**config.mk**
```make
export PLATFORM = sky130hd
export DESIGN_NAME = vap_div_cell
export DESIGN_NICKNAME = d
export VERILOG_FILES = /design/src/hdl/vap_pkg.sv /design/src/hdl/vap_div_cell.sv
export SDC_FILE = /design/constraint.sdc
export NUM_CORES = 1
export LEC_CHECK = 0
export BUFFER_PORTS_ARGS = -buffer_cell sky130_fd_sc_hd__buf_4
export CORE_UTILIZATION = 30
export CTS_BUF_LIST = sky130_fd_sc_hd__clkbuf_4 sky130_fd_sc_hd__clkbuf_8
export CTS_CLUSTER_SIZE = 40
export DETAILED_ROUTE_END_ITERATION = 6
export HOLD_SLACK_MARGIN = 0.02
export PLACE_DENSITY = 0.65
export SYNTH_ARGS = -nofsm -noshare
export SYNTH_HDL_FRONTEND = slang
export SYNTH_SLANG_ARGS = --single-unit
```
**constraint.sdc**
```tcl
create_clock -name clk -period 14.5 [get_ports clk]
set_input_delay 1.45 -clock clk [delete_from_list [all_inputs] [get_ports clk]]
set_output_delay 1.45 -clock clk [all_outputs]
set_load 0.1 [all_outputs]
```
**src/hdl/vap_pkg.sv**
```systemverilog
`default_nettype none
package vap_pkg;

  localparam int VOX_W      = 32;
  localparam int ACC_W      = 48;
  localparam int OUT_X_W    = 10;
  localparam int OUT_Z_W    = 12;
  localparam int METHOD_W   = 2;
  localparam int ROW_REG_W  = 11;
  localparam int COL_REG_W  = 13;
  localparam int SLC_REG_W  = 13;
  localparam int CFG_DATA_W = 13;
  localparam int CFG_IDX_W  = 2;
  // Wide enough for any clamped size limit up to 65536.
  localparam int SIZE_W     = 17;

  typedef enum logic [METHOD_W-1:0] {
    METHOD_MAX  = 2'd0,
    METHOD_MIN  = 2'd1,
    METHOD_MEAN = 2'd2,
    METHOD_SUM  = 2'd3
  } method_t;

  typedef enum logic [CFG_IDX_W-1:0] {
    REG_METHOD        = 2'd0,
    REG_ROW_LENGTH    = 2'd1,
    REG_COLUMN_HEIGHT = 2'd2,
    REG_SLICE_COUNT   = 2'd3
  } reg_index_t;

  typedef struct packed {
    method_t                method;
    logic [ROW_REG_W-1:0]   row_length;
    logic [COL_REG_W-1:0]   column_height;
    logic [SLC_REG_W-1:0]   slice_count;
  } cfg_t;

  // One entry of the divider chain. For mean results the word holds the
  // dividend magnitude, which shifts out as quotient bits shift in.
  typedef struct packed {
    logic                 valid;
    logic                 div;
    logic                 neg;
    logic [ACC_W-1:0]     word;
    logic [COL_REG_W-1:0] rem;
    logic [COL_REG_W-1:0] dvsr;
    logic [OUT_X_W-1:0]   x;
    logic [OUT_Z_W-1:0]   z;
    logic                 done;
  } cell_t;

  function automatic logic [SIZE_W-1:0] clamp_size(input logic [SIZE_W-1:0] v,
                                                   input logic [SIZE_W-1:0] limit);
    logic [SIZE_W-1:0] r;
    r = v;
    if (v == '0) begin
      r = SIZE_W'(1);
    end else if (v > limit) begin
      r = limit;
    end
    return r;
  endfunction

endpackage
`default_nettype wire

```
**src/hdl/vap_div_cell.sv**
```systemverilog
`default_nettype none
module vap_div_cell
  import vap_pkg::*;
(
  input  wire logic  clk,
  input  wire logic  rst,
  input  wire logic  en,
  input  wire cell_t in_cell,
  output cell_t      out_cell
);

  // One restoring division step: bring down the next dividend bit and
  // subtract the divisor when it fits.
  logic [COL_REG_W:0] trial;
  logic [COL_REG_W:0] diff;
  logic               ge;
  cell_t              out_cell_next;

  assign trial = {in_cell.rem, in_cell.word[ACC_W-1]};
  assign diff  = trial - {1'b0, in_cell.dvsr};
  assign ge    = (trial >= {1'b0, in_cell.dvsr});

  always_comb begin
    out_cell_next = in_cell;
    if (in_cell.div) begin
      out_cell_next.rem  = ge ? diff[COL_REG_W-1:0] : trial[COL_REG_W-1:0];
      out_cell_next.word = {in_cell.word[ACC_W-2:0], ge};
    end
  end

  always_ff @(posedge clk) begin
    if (rst) begin
      out_cell.valid <= 1'b0;
    end else if (en) begin
      out_cell <= out_cell_next;
    end
  end

endmodule
`default_nettype wire

```
# == Yosys cells after proc, flatten, opt, wreduce, memory -nomap -nowiden ==
# Index checks and enable logic that the tools add are counted.
# word_totals
regBits,100
word_cells,15
# op_classes
add_sub_neg,1
order_cmp,1
muxes,2
bitwise_logic,1
reduce_logical,1
# op_table
cell,count
61-bit 2-to-1 mux,1
14-bit by 13-bit greater-or-equal comparator with 1-bit output,1
13-bit 2-to-1 mux,1
13-bit subtractor,1
2-bit AND reduction,1
1-bit inverter,1

# == Longest topological paths before layout ==
# Gate-level depths: netlist of run 1.
# depth
depth_word,3
depth_mapped,11

# == Worst setup path after synthesis of run 1 ==
# OpenSTA, ideal clock, no wires.
# synth_path
path_type,input -> register
from,input rst
to,register out_cell[0] in the netlist's numbering (enable)
setup_time_ps,571
t_arrival_ps,5854
slack_ps,8075
stages,1
path_buffers,0
path_cell_list,nor2b_1
# synth_via
elab_chain_len,2
# synth_lines
item,line_no,rtl
start: declaration,vap_div_cell.sv:6,"input wire logic rst,"
1-bit inverter (no source line),--,
2-bit AND reduction (no source line),--,
end signal: assignment,vap_div_cell.sv:35,out_cell <= out_cell_next;
end: declaration,vap_div_cell.sv:9,output cell_t out_cell
# Every way passes these cells.
# A chain may end at the register's enable or synchronous reset.

==> flow_summary.rst, run 1 <==
.. list-table::
   :header-rows: 1

   * - Metric
     - Value
   * - Die Y-Extent
     - 125 um
   * - Hold Path End
     - out_cell[99]$_SDFFE_PP0P_
   * - R2R cell count
     - 2
   * - Count of distinct cell types in the synthesized netlist
     - 45
   * - Reg-to-Reg End
     - out_cell[99]$_SDFFE_PP0P_
   * - Internal reg-to-reg setup slack
     - 13.92 ns
   * - Yosys reg bits
     - 100
   * - Number of nets with antenna violations after routing
     - 0
   * - Core utilization of the finished layout
     - 44.5%
   * - Slew at the pin closest to its max-slew limit
     - 0.763 ns
   * - Post-placement setup slack
     - 10.27 ns
   * - Slowest-stage cell, CP
     - sky130_fd_sc_hd__and3_1
   * - Total Neg Setup Slack
     - 0 ns
   * - Via density per instance
     - 4.68
   * - Largest buffer count on any clock path
     - 2
   * - Number of standard cells after synthesis
     - 288
   * - Mean instance size in the synthesized netlist
     - 15.8 um2
   * - Crit-path cells
     - buf_4, inv_1, ha_1, fa_1, nor2b_4, o31a_1, o311a_4, o21ai_2, and3_1, mux2_2
   * - Beginning of the worst register-to-register path
     - out_cell[99]$_SDFFE_PP0P_
   * - Data required time of the worst path
     - 14.64 ns
   * - Fmax achieved
     - 261 MHz
   * - Commonest cells after routing, fill and taps aside
     - sky130_fd_sc_hd__buf_4, sky130_fd_sc_hd__edfxtp_1, sky130_fd_sc_hd__mux2_2
   * - Share of power burned in the clock network
     - 27.1%
   * - Post-CTS setup-driven buffer insertion count
     - 0
   * - Placer congestion estimate
     - 0.816
   * - Worst hold slack
     - 0.515 ns
   * - CP Data Arrival Time
     - 3.97 ns
   * - Total leakage power
     - 2.68 nW
   * - Number of global-route vias before repair
     - 3353
   * - Core region area
     - 0.0146 mm2
   * - Drt drc
     - 38
   * - Worst-case vdd ir drop
     - 0.0548 mV
   * - Number of hold violations in the final report
     - 0
   * - Kind of path behind the tightest hold check
     - flop to flop
   * - HP Start
     - out_cell[99]$_SDFFE_PP0P_
   * - Synth-to-layout area growth
     - 43.5%
   * - Total via count in the routed design
     - 3197
   * - Setup violators final
     - 0
   * - Sequential cell fraction of total power
     - 41.3%
   * - Path type of the worst setup path
     - primary input to flop
   * - Power density over the cells
     - 130 mW/mm2
   * - Cell Area, Synth
     - 0.00454 mm2
   * - Setup WS post-layout
     - 10.67 ns
   * - Largest regs
     - out_cell: 100 flops
   * - Global routing usage summed across all routing layers
     - 14.4%
   * - Worst hold path depth
     - 2
   * - CTS root buffer
     - sky130_fd_sc_hd__clkbuf_8
   * - # IOs
     - 203
   * - Count of fill cells added during filler insertion
     - 1386
   * - Commonest non-fill, non-tap cell in the layout
     - sky130_fd_sc_hd__buf_4
   * - Violated checks
     - DRC
   * - Instance area after placement
     - 0.00626 mm2
   * - Max Transition Viols Final
     - 0
   * - Clock net sink count
     - 100
   * - Largest register by flop count
     - out_cell
   * - CTS Hold Buffers Added
     - 0
   * - Layout Skew
     - 0 ns
   * - Critical path startpoint category
     - primary input
   * - Number of diodes added for antenna fixing
     - 0
   * - Die span in x
     - 125 um
   * - Number of max-cap violations
     - 0
   * - Iter 0 DRT Violations
     - 194
   * - Delay of the slowest critical-path stage
     - 0.58 ns
   * - Syn nets
     - 405
   * - Max reg flops
     - 100
   * - Aggregate global routing overflow
     - 0
   * - Post-route cell area
     - 0.00652 mm2
   * - Proportion of layout cells with a drive suffix above 1
     - 54.9%
   * - Initial standard-cell utilization of the core
     - 31.0%
   * - Worst-case headroom to the max-slew limit
     - 49.1%
   * - Row cnt
     - 44
   * - Number of H-tree branching levels
     - 3
   * - Quantity of I/O buffers inserted on ports
     - 202
   * - Detailed placer's ending HPWL
     - 8.19 mm
   * - Final worst-path cycle share
     - 26.4%
   * - Number of nets in the layout
     - 611
   * - Overall routed net length
     - 11.0 mm
   * - Final cell count without fillers
     - 683
   * - Number of buffers inserted during clock tree synthesis
     - 9
   * - Combinational cell fraction of total power
     - 31.6%
   * - First-pass GRT wire length
     - 17.3 mm
   * - Critical Path Fanout Max
     - 14
   * - Total number of yosys warnings
     - 0
   * - Antenna violations before repair
     - 0
   * - Die footprint
     - 0.0156 mm2
   * - Resized cells post-CTS
     - 0
   * - Clock slew at reported path FFs
     - 0.10 ns
   * - Placed insts
     - 667
   * - Seq/Total Area, Yosys
     - 65.9%
   * - Latest clock arrival within the worst-skew pair
     - 0.38 ns
   * - Post-layout total power
     - 846 uW
   * - Detailed-route wire length per cell
     - 16.0 um
   * - CTS tree
     - done
   * - Sw frac
     - 35.5%
   * - Tmin final
     - 3.83 ns
   * - CP Capture Type
     - flop
   * - Setup repair after global routing missed its margin
     - no
   * - Sw Pwr
     - 300 uW
   * - Largest net degree at the start of global routing
     - 62
   * - Result of the run
     - complete, but fails checks
   * - Drt pass-1 iters
     - 6
   * - Internal Dissipation
     - 546 uW
[worst max-delay path, delay by kind of cell]
kind            cells  cell delay [ns]
compound gates      3             0.85
buf+inv             2             0.17
simple gates        2             0.64
fa+ha+maj           2             0.45
mux                 1             0.40
[layer usage]
metal | vias up | GRT usage (%) | part of all wire (%) | wire (um)
li1 | 1535 | - | - | -
met4 | 0 | 6.67 | 1.9 | 204
met2 | 123 | 24.4 | 49 | 5350
met3 | 13 | 4.11 | 7.9 | 865
met5 | - | 0 | 0 | 0
met1 | 1526 | 16.8 | 41 | 4540
[worst max-delay path by stage]
stage,start,to,slack [ns],cells past startpoint
after floorplan,rst,out_cell[0]$_DFFE_PP_,8.08,1
after global placement,in_cell[96],out_cell[42]$_DFFE_PP_,10.31,10
after detailed placement,in_cell[25],out_cell[42]$_DFFE_PP_,10.27,9
after CTS,in_cell[96],out_cell[42]$_DFFE_PP_,10.69,10
after global routing,in_cell[96],out_cell[42]$_DFFE_PP_,10.58,10
final,in_cell[96],out_cell[42]$_DFFE_PP_,10.67,10
[cell usage after synthesis (all sizes together)]
master,n,area (um2)
fa,1,20.0
o311a,1,21.3
xnor2,4,35.0
o31ai,2,15.0
o21bai,2,15.0
mux2,47,529
clkbuf,4,15.0
dfxtp,1,20.0
o32ai,1,8.76
o31a,1,8.76
and3,3,20.0
a211oi,4,30.0
nand4,2,12.5
o21ai,7,38.8
a21boi,1,7.51
nand2b,3,18.8
a211o,1,8.76
o41ai,1,27.5
mux2i,1,10.0
a21o,2,15.0
a311o,1,10.0
clkinv,1,3.75
nor3b,1,7.51
a221o,13,130
nor2b,14,95.1
a2111oi,1,8.76
o21a,3,22.5
nand2,5,18.8
nor2,8,30.0
nand3,2,10.0
nor3,4,20.0
or2,1,6.26
buf,5,37.5
a21oi,10,53.8
edfxtp,99,2970
inv,16,60.1
ha,13,163
xor2,2,17.5
[power by group through the flow]
stage	Combinational [mW]	Clock (mW)	Sequential, mW
2_1_floorplan	0.0518	0	0.506
3_3_place_gp	0.266	0	0.355
3_5_place_dp	0.268	0	0.356
4_1_cts	0.268	0.239	0.349
5_1_grt	0.278	0.248	0.351
6_report	0.267	0.229	0.349
[cell families after synthesis]
family	share of synthesized area (%)
adders and majority gates	4.02
xor gates and xnor gates	1.16
buffers and inverters	2.56
DFF	65.9
and+or+nand+nor	5.26
AOI/OAI and AO/OA	9.28
muxes	11.9
[final cells by class]
cell class | instances | area [um2] | area share (%)
clock buffers | 9 | 124 | 1.90
multi-input cells | 162 | 1440 | 22.1
repair buffers | 204 | 1530 | 23.5
flip-flops and latches | 100 | 2990 | 45.9
clock inverters | 7 | 138 | 2.11
well taps | 184 | 230 | 3.53
inverters | 17 | 63.8 | 0.978
No activity file was read; power rests on OpenSTA's default activity.
==> inputs of run 2 (changes only) <==
--- a/config.mk
+++ b/config.mk
@@ -5,13 +5,14 @@
 export SDC_FILE = /design/constraint.sdc
 export NUM_CORES = 1
 export LEC_CHECK = 0
+export ABC_AREA = 1
 export BUFFER_PORTS_ARGS = -buffer_cell sky130_fd_sc_hd__buf_4
 export CORE_UTILIZATION = 30
 export CTS_BUF_LIST = sky130_fd_sc_hd__clkbuf_4 sky130_fd_sc_hd__clkbuf_8
 export CTS_CLUSTER_SIZE = 40
 export DETAILED_ROUTE_END_ITERATION = 6
 export HOLD_SLACK_MARGIN = 0.02
-export PLACE_DENSITY = 0.65
+export PLACE_DENSITY = 0.66
 export SYNTH_ARGS = -nofsm -noshare
 export SYNTH_HDL_FRONTEND = slang
 export SYNTH_SLANG_ARGS = --single-unit
==> constraint.sdc (replaced) <==
create_clock -name clk -period 3.4 [get_ports clk]
set_input_delay 0.34 -clock clk [delete_from_list [all_inputs] [get_ports clk]]
set_output_delay 0.34 -clock clk [all_outputs]
set_load 0.1 [all_outputs]
==> run 2 against run 1 <==
Compared with the run above:
- the run now ends clean
- clock-buffer cell count up 1
- highest routed layer unchanged
- sequential share of layout area is 2.2 points lower
- first-iteration DRC count shrank 7.7%
- final area increased by 4.9%
- register-to-register slack worse by 11 ns
- clock skew is the same
- synthesized area grew 8.1%
- critical endpoint is now out_cell[47]$_DFFE_PP_
- cell count grew 31%
- critical path depth is 2 higher
- wire length increased by 14%
- non-clock buffer count increased by 1
- largest power group unchanged
==> flow_summary.rst, run 2 <==
.. list-table::
   :header-rows: 1

   * - Metric
     - Value
   * - Worst-case vdd ir drop
     - 0.189 mV
   * - Die span in x
     - 130 um
   * - Slew at the pin closest to its max-slew limit
     - 0.707 ns
   * - Core utilization of the finished layout
     - 42.9%
   * - Fraction of registers with async set or reset after synthesis
     - 0%
   * - Number of diodes added for antenna fixing
     - 0
   * - Number of H-tree branching levels
     - 3
   * - Most common library cells after synthesis
     - sky130_fd_sc_hd__nand2_1, sky130_fd_sc_hd__edfxtp_1, sky130_fd_sc_hd__inv_1, sky130_fd_sc_hd__o21ai_0, sky130_fd_sc_hd__nand3_1
   * - CP Data Arrival Time
     - 2.30 ns
   * - Overall routed net length
     - 12.4 mm
   * - Detailed placer's ending HPWL
     - 9.28 mm
   * - Die footprint
     - 0.0169 mm2
   * - Post-synth top area cell
     - sky130_fd_sc_hd__edfxtp_1
   * - First-pass GRT wire length
     - 18.5 mm
   * - Quantity of I/O buffers inserted on ports
     - 202
   * - Total Neg Setup Slack
     - 0 ns
   * - Post-route cell area
     - 0.00684 mm2
   * - Top-area cell type share of the netlist area
     - 60.5%
   * - Path type of the worst setup path
     - primary input to flop
   * - Proportion of layout cells with a drive suffix above 1
     - 38.2%
   * - Power density over the cells
     - 497 mW/mm2
   * - Result of the run
     - complete, no violations
   * - Number of standard cells after synthesis
     - 474
   * - Via density per instance
     - 4.33
   * - Total leakage power
     - 3.21 nW
   * - Most area-consuming cells after synthesis
     - sky130_fd_sc_hd__edfxtp_1, sky130_fd_sc_hd__nand2_1, sky130_fd_sc_hd__inv_1
   * - Largest regs
     - out_cell: 100 flops
   * - Number of global-route vias before repair
     - 3715
   * - Resized cells post-CTS
     - 0
   * - Layout Skew
     - 0 ns
   * - Tmin final
     - 2.06 ns
   * - Largest net degree at the start of global routing
     - 100
   * - Most frequently used flop master after synthesis
     - sky130_fd_sc_hd__edfxtp_1
   * - Final worst-path cycle share
     - 60.6%
   * - Initial standard-cell utilization of the core
     - 30.8%
   * - Latest clock arrival within the worst-skew pair
     - 0.38 ns
   * - EDFF count, synth
     - 99
   * - Post-CTS setup-driven buffer insertion count
     - 0
   * - Post-layout total power
     - 3.40 mW
   * - Seq/Total Area, Yosys
     - 60.9%
   * - Largest register by flop count
     - out_cell
   * - Row cnt
     - 46
   * - Yosys reg bits
     - 100
   * - # IOs
     - 203
   * - Total via count in the routed design
     - 3878
   * - Aggregate global routing overflow
     - 0
   * - CTS root buffer
     - sky130_fd_sc_hd__clkbuf_8
   * - Drt drc
     - 0
   * - CTS Hold Buffers Added
     - 0
   * - Number of buffers inserted during clock tree synthesis
     - 9
   * - Setup repair after global routing missed its margin
     - no
   * - Dominant cell by count in the synthesized netlist
     - sky130_fd_sc_hd__nand2_1
   * - Drt pass-1 iters
     - 6
   * - CTS tree
     - done
   * - Critical Path Fanout Max
     - 14
   * - CP Capture Type
     - flop
   * - Global routing usage summed across all routing layers
     - 14.7%
   * - Largest buffer count on any clock path
     - 2
   * - Die Y-Extent
     - 130 um
   * - Commonest cells after routing, fill and taps aside
     - sky130_fd_sc_hd__buf_4, sky130_fd_sc_hd__nand2_1, sky130_fd_sc_hd__edfxtp_1
   * - Antenna violations before repair
     - 0
   * - Total number of yosys warnings
     - 0
   * - Worst-case headroom to the max-slew limit
     - 52.7%
   * - Placer congestion estimate
     - 0.855
   * - Max Transition Viols Final
     - 0
   * - Worst hold slack
     - 0.129 ns
   * - Setup violators final
     - 0
   * - Syn nets
     - 591
   * - Detailed-route wire length per cell
     - 13.9 um
   * - Number of nets in the layout
     - 792
   * - Number of nets with antenna violations after routing
     - 0
   * - Synth-to-layout area growth
     - 39.4%
   * - Clock net sink count
     - 100
   * - Instance area after placement
     - 0.00666 mm2
   * - Max reg flops
     - 100
   * - Count of distinct cell types in the synthesized netlist
     - 29
   * - Number of hold violations in the final report
     - 0
   * - Fmax achieved
     - 486 MHz
   * - Data required time of the worst path
     - 3.64 ns
   * - Core region area
     - 0.0159 mm2
   * - R2R cell count
     - 2
   * - Worst hold path depth
     - 1
   * - Number of max-cap violations
     - 0
   * - Iter 0 DRT Violations
     - 179
   * - Kind of path behind the tightest hold check
     - primary input to flop
   * - Cell Area, Synth
     - 0.00491 mm2
   * - Mean instance size in the synthesized netlist
     - 10.4 um2
   * - Critical path startpoint category
     - primary input
   * - Commonest non-fill, non-tap cell in the layout
     - sky130_fd_sc_hd__buf_4
   * - Clock slew at reported path FFs
     - 0.11 ns
run 2: cell families after synthesis:
logic type | synth area share, %
AND/OR/NAND/NOR | 21.2
adder cells (fa/ha/maj) | 3.72
buffers and inverters | 7.67
AO/OA/AOI/OAI | 5.76
XOR/XNOR | 0.714
flip-flops | 60.9
run 2: final timing paths:
kind                                                 from                   endpoint  slack (ns)
worst max register to register  out_cell[99]$_SDFFE_PP0P_  out_cell[99]$_SDFFE_PP0P_        2.83
worst min register to register  out_cell[99]$_SDFFE_PP0P_  out_cell[99]$_SDFFE_PP0P_        0.47
worst max-delay path                          in_cell[96]     out_cell[47]$_DFFE_PP_        1.34
worst min-delay path                          in_cell[18]     out_cell[18]$_DFFE_PP_        0.13
run 2: final cells by class:
type,count,area [um2]
fill,1574,9100
sequential,100,2990
timing repair buffer,205,1550
multi-input combinational,281,1550
inverter,78,293
tap,216,270
clock buffer,10,131
clock inverter,6,56.3
run 2: worst max-delay path, cell delays in order:
cell and delay, ns:
sky130_fd_sc_hd__buf_4 0.11, sky130_fd_sc_hd__inv_1 0.09, sky130_fd_sc_hd__ha_1 0.20, sky130_fd_sc_hd__fa_1 0.21
sky130_fd_sc_hd__inv_1 0.10, sky130_fd_sc_hd__nand2_2 0.09, sky130_fd_sc_hd__nand3_4 0.07, sky130_fd_sc_hd__nand2_2 0.08
sky130_fd_sc_hd__nand3_4 0.17, sky130_fd_sc_hd__nor2_4 0.60, sky130_fd_sc_hd__nand2_1 0.10, sky130_fd_sc_hd__nand3_1 0.12
run 2: per-stage QoR:
step | setup slack [ns] | instances
5_1_grt | 1.11 | 896
2_1_floorplan | 0.0233 | 474
4_1_cts | 1.33 | 896
3_3_place_gp | 0.963 | 880
3_5_place_dp | 0.910 | 880
6_report | 1.34 | 896
run 2: where the power goes:
part,leakage (nW),internal [mW],switching [mW]
clock,0.0939,0.289,0.459
sequential,0.927,1.46,0.0245
combinational,2.19,0.276,0.889
total,3.21,2.03,1.37
run 2: layer usage:
metal  vias up  GRT usage [%]  part of all wire, %
li1       1961              -                    -
met3        19           3.61                  7.4
met1      1760           16.3                   40
met4         0           6.77                  1.9
met5         -              0                    0
met2       138           26.4                   51
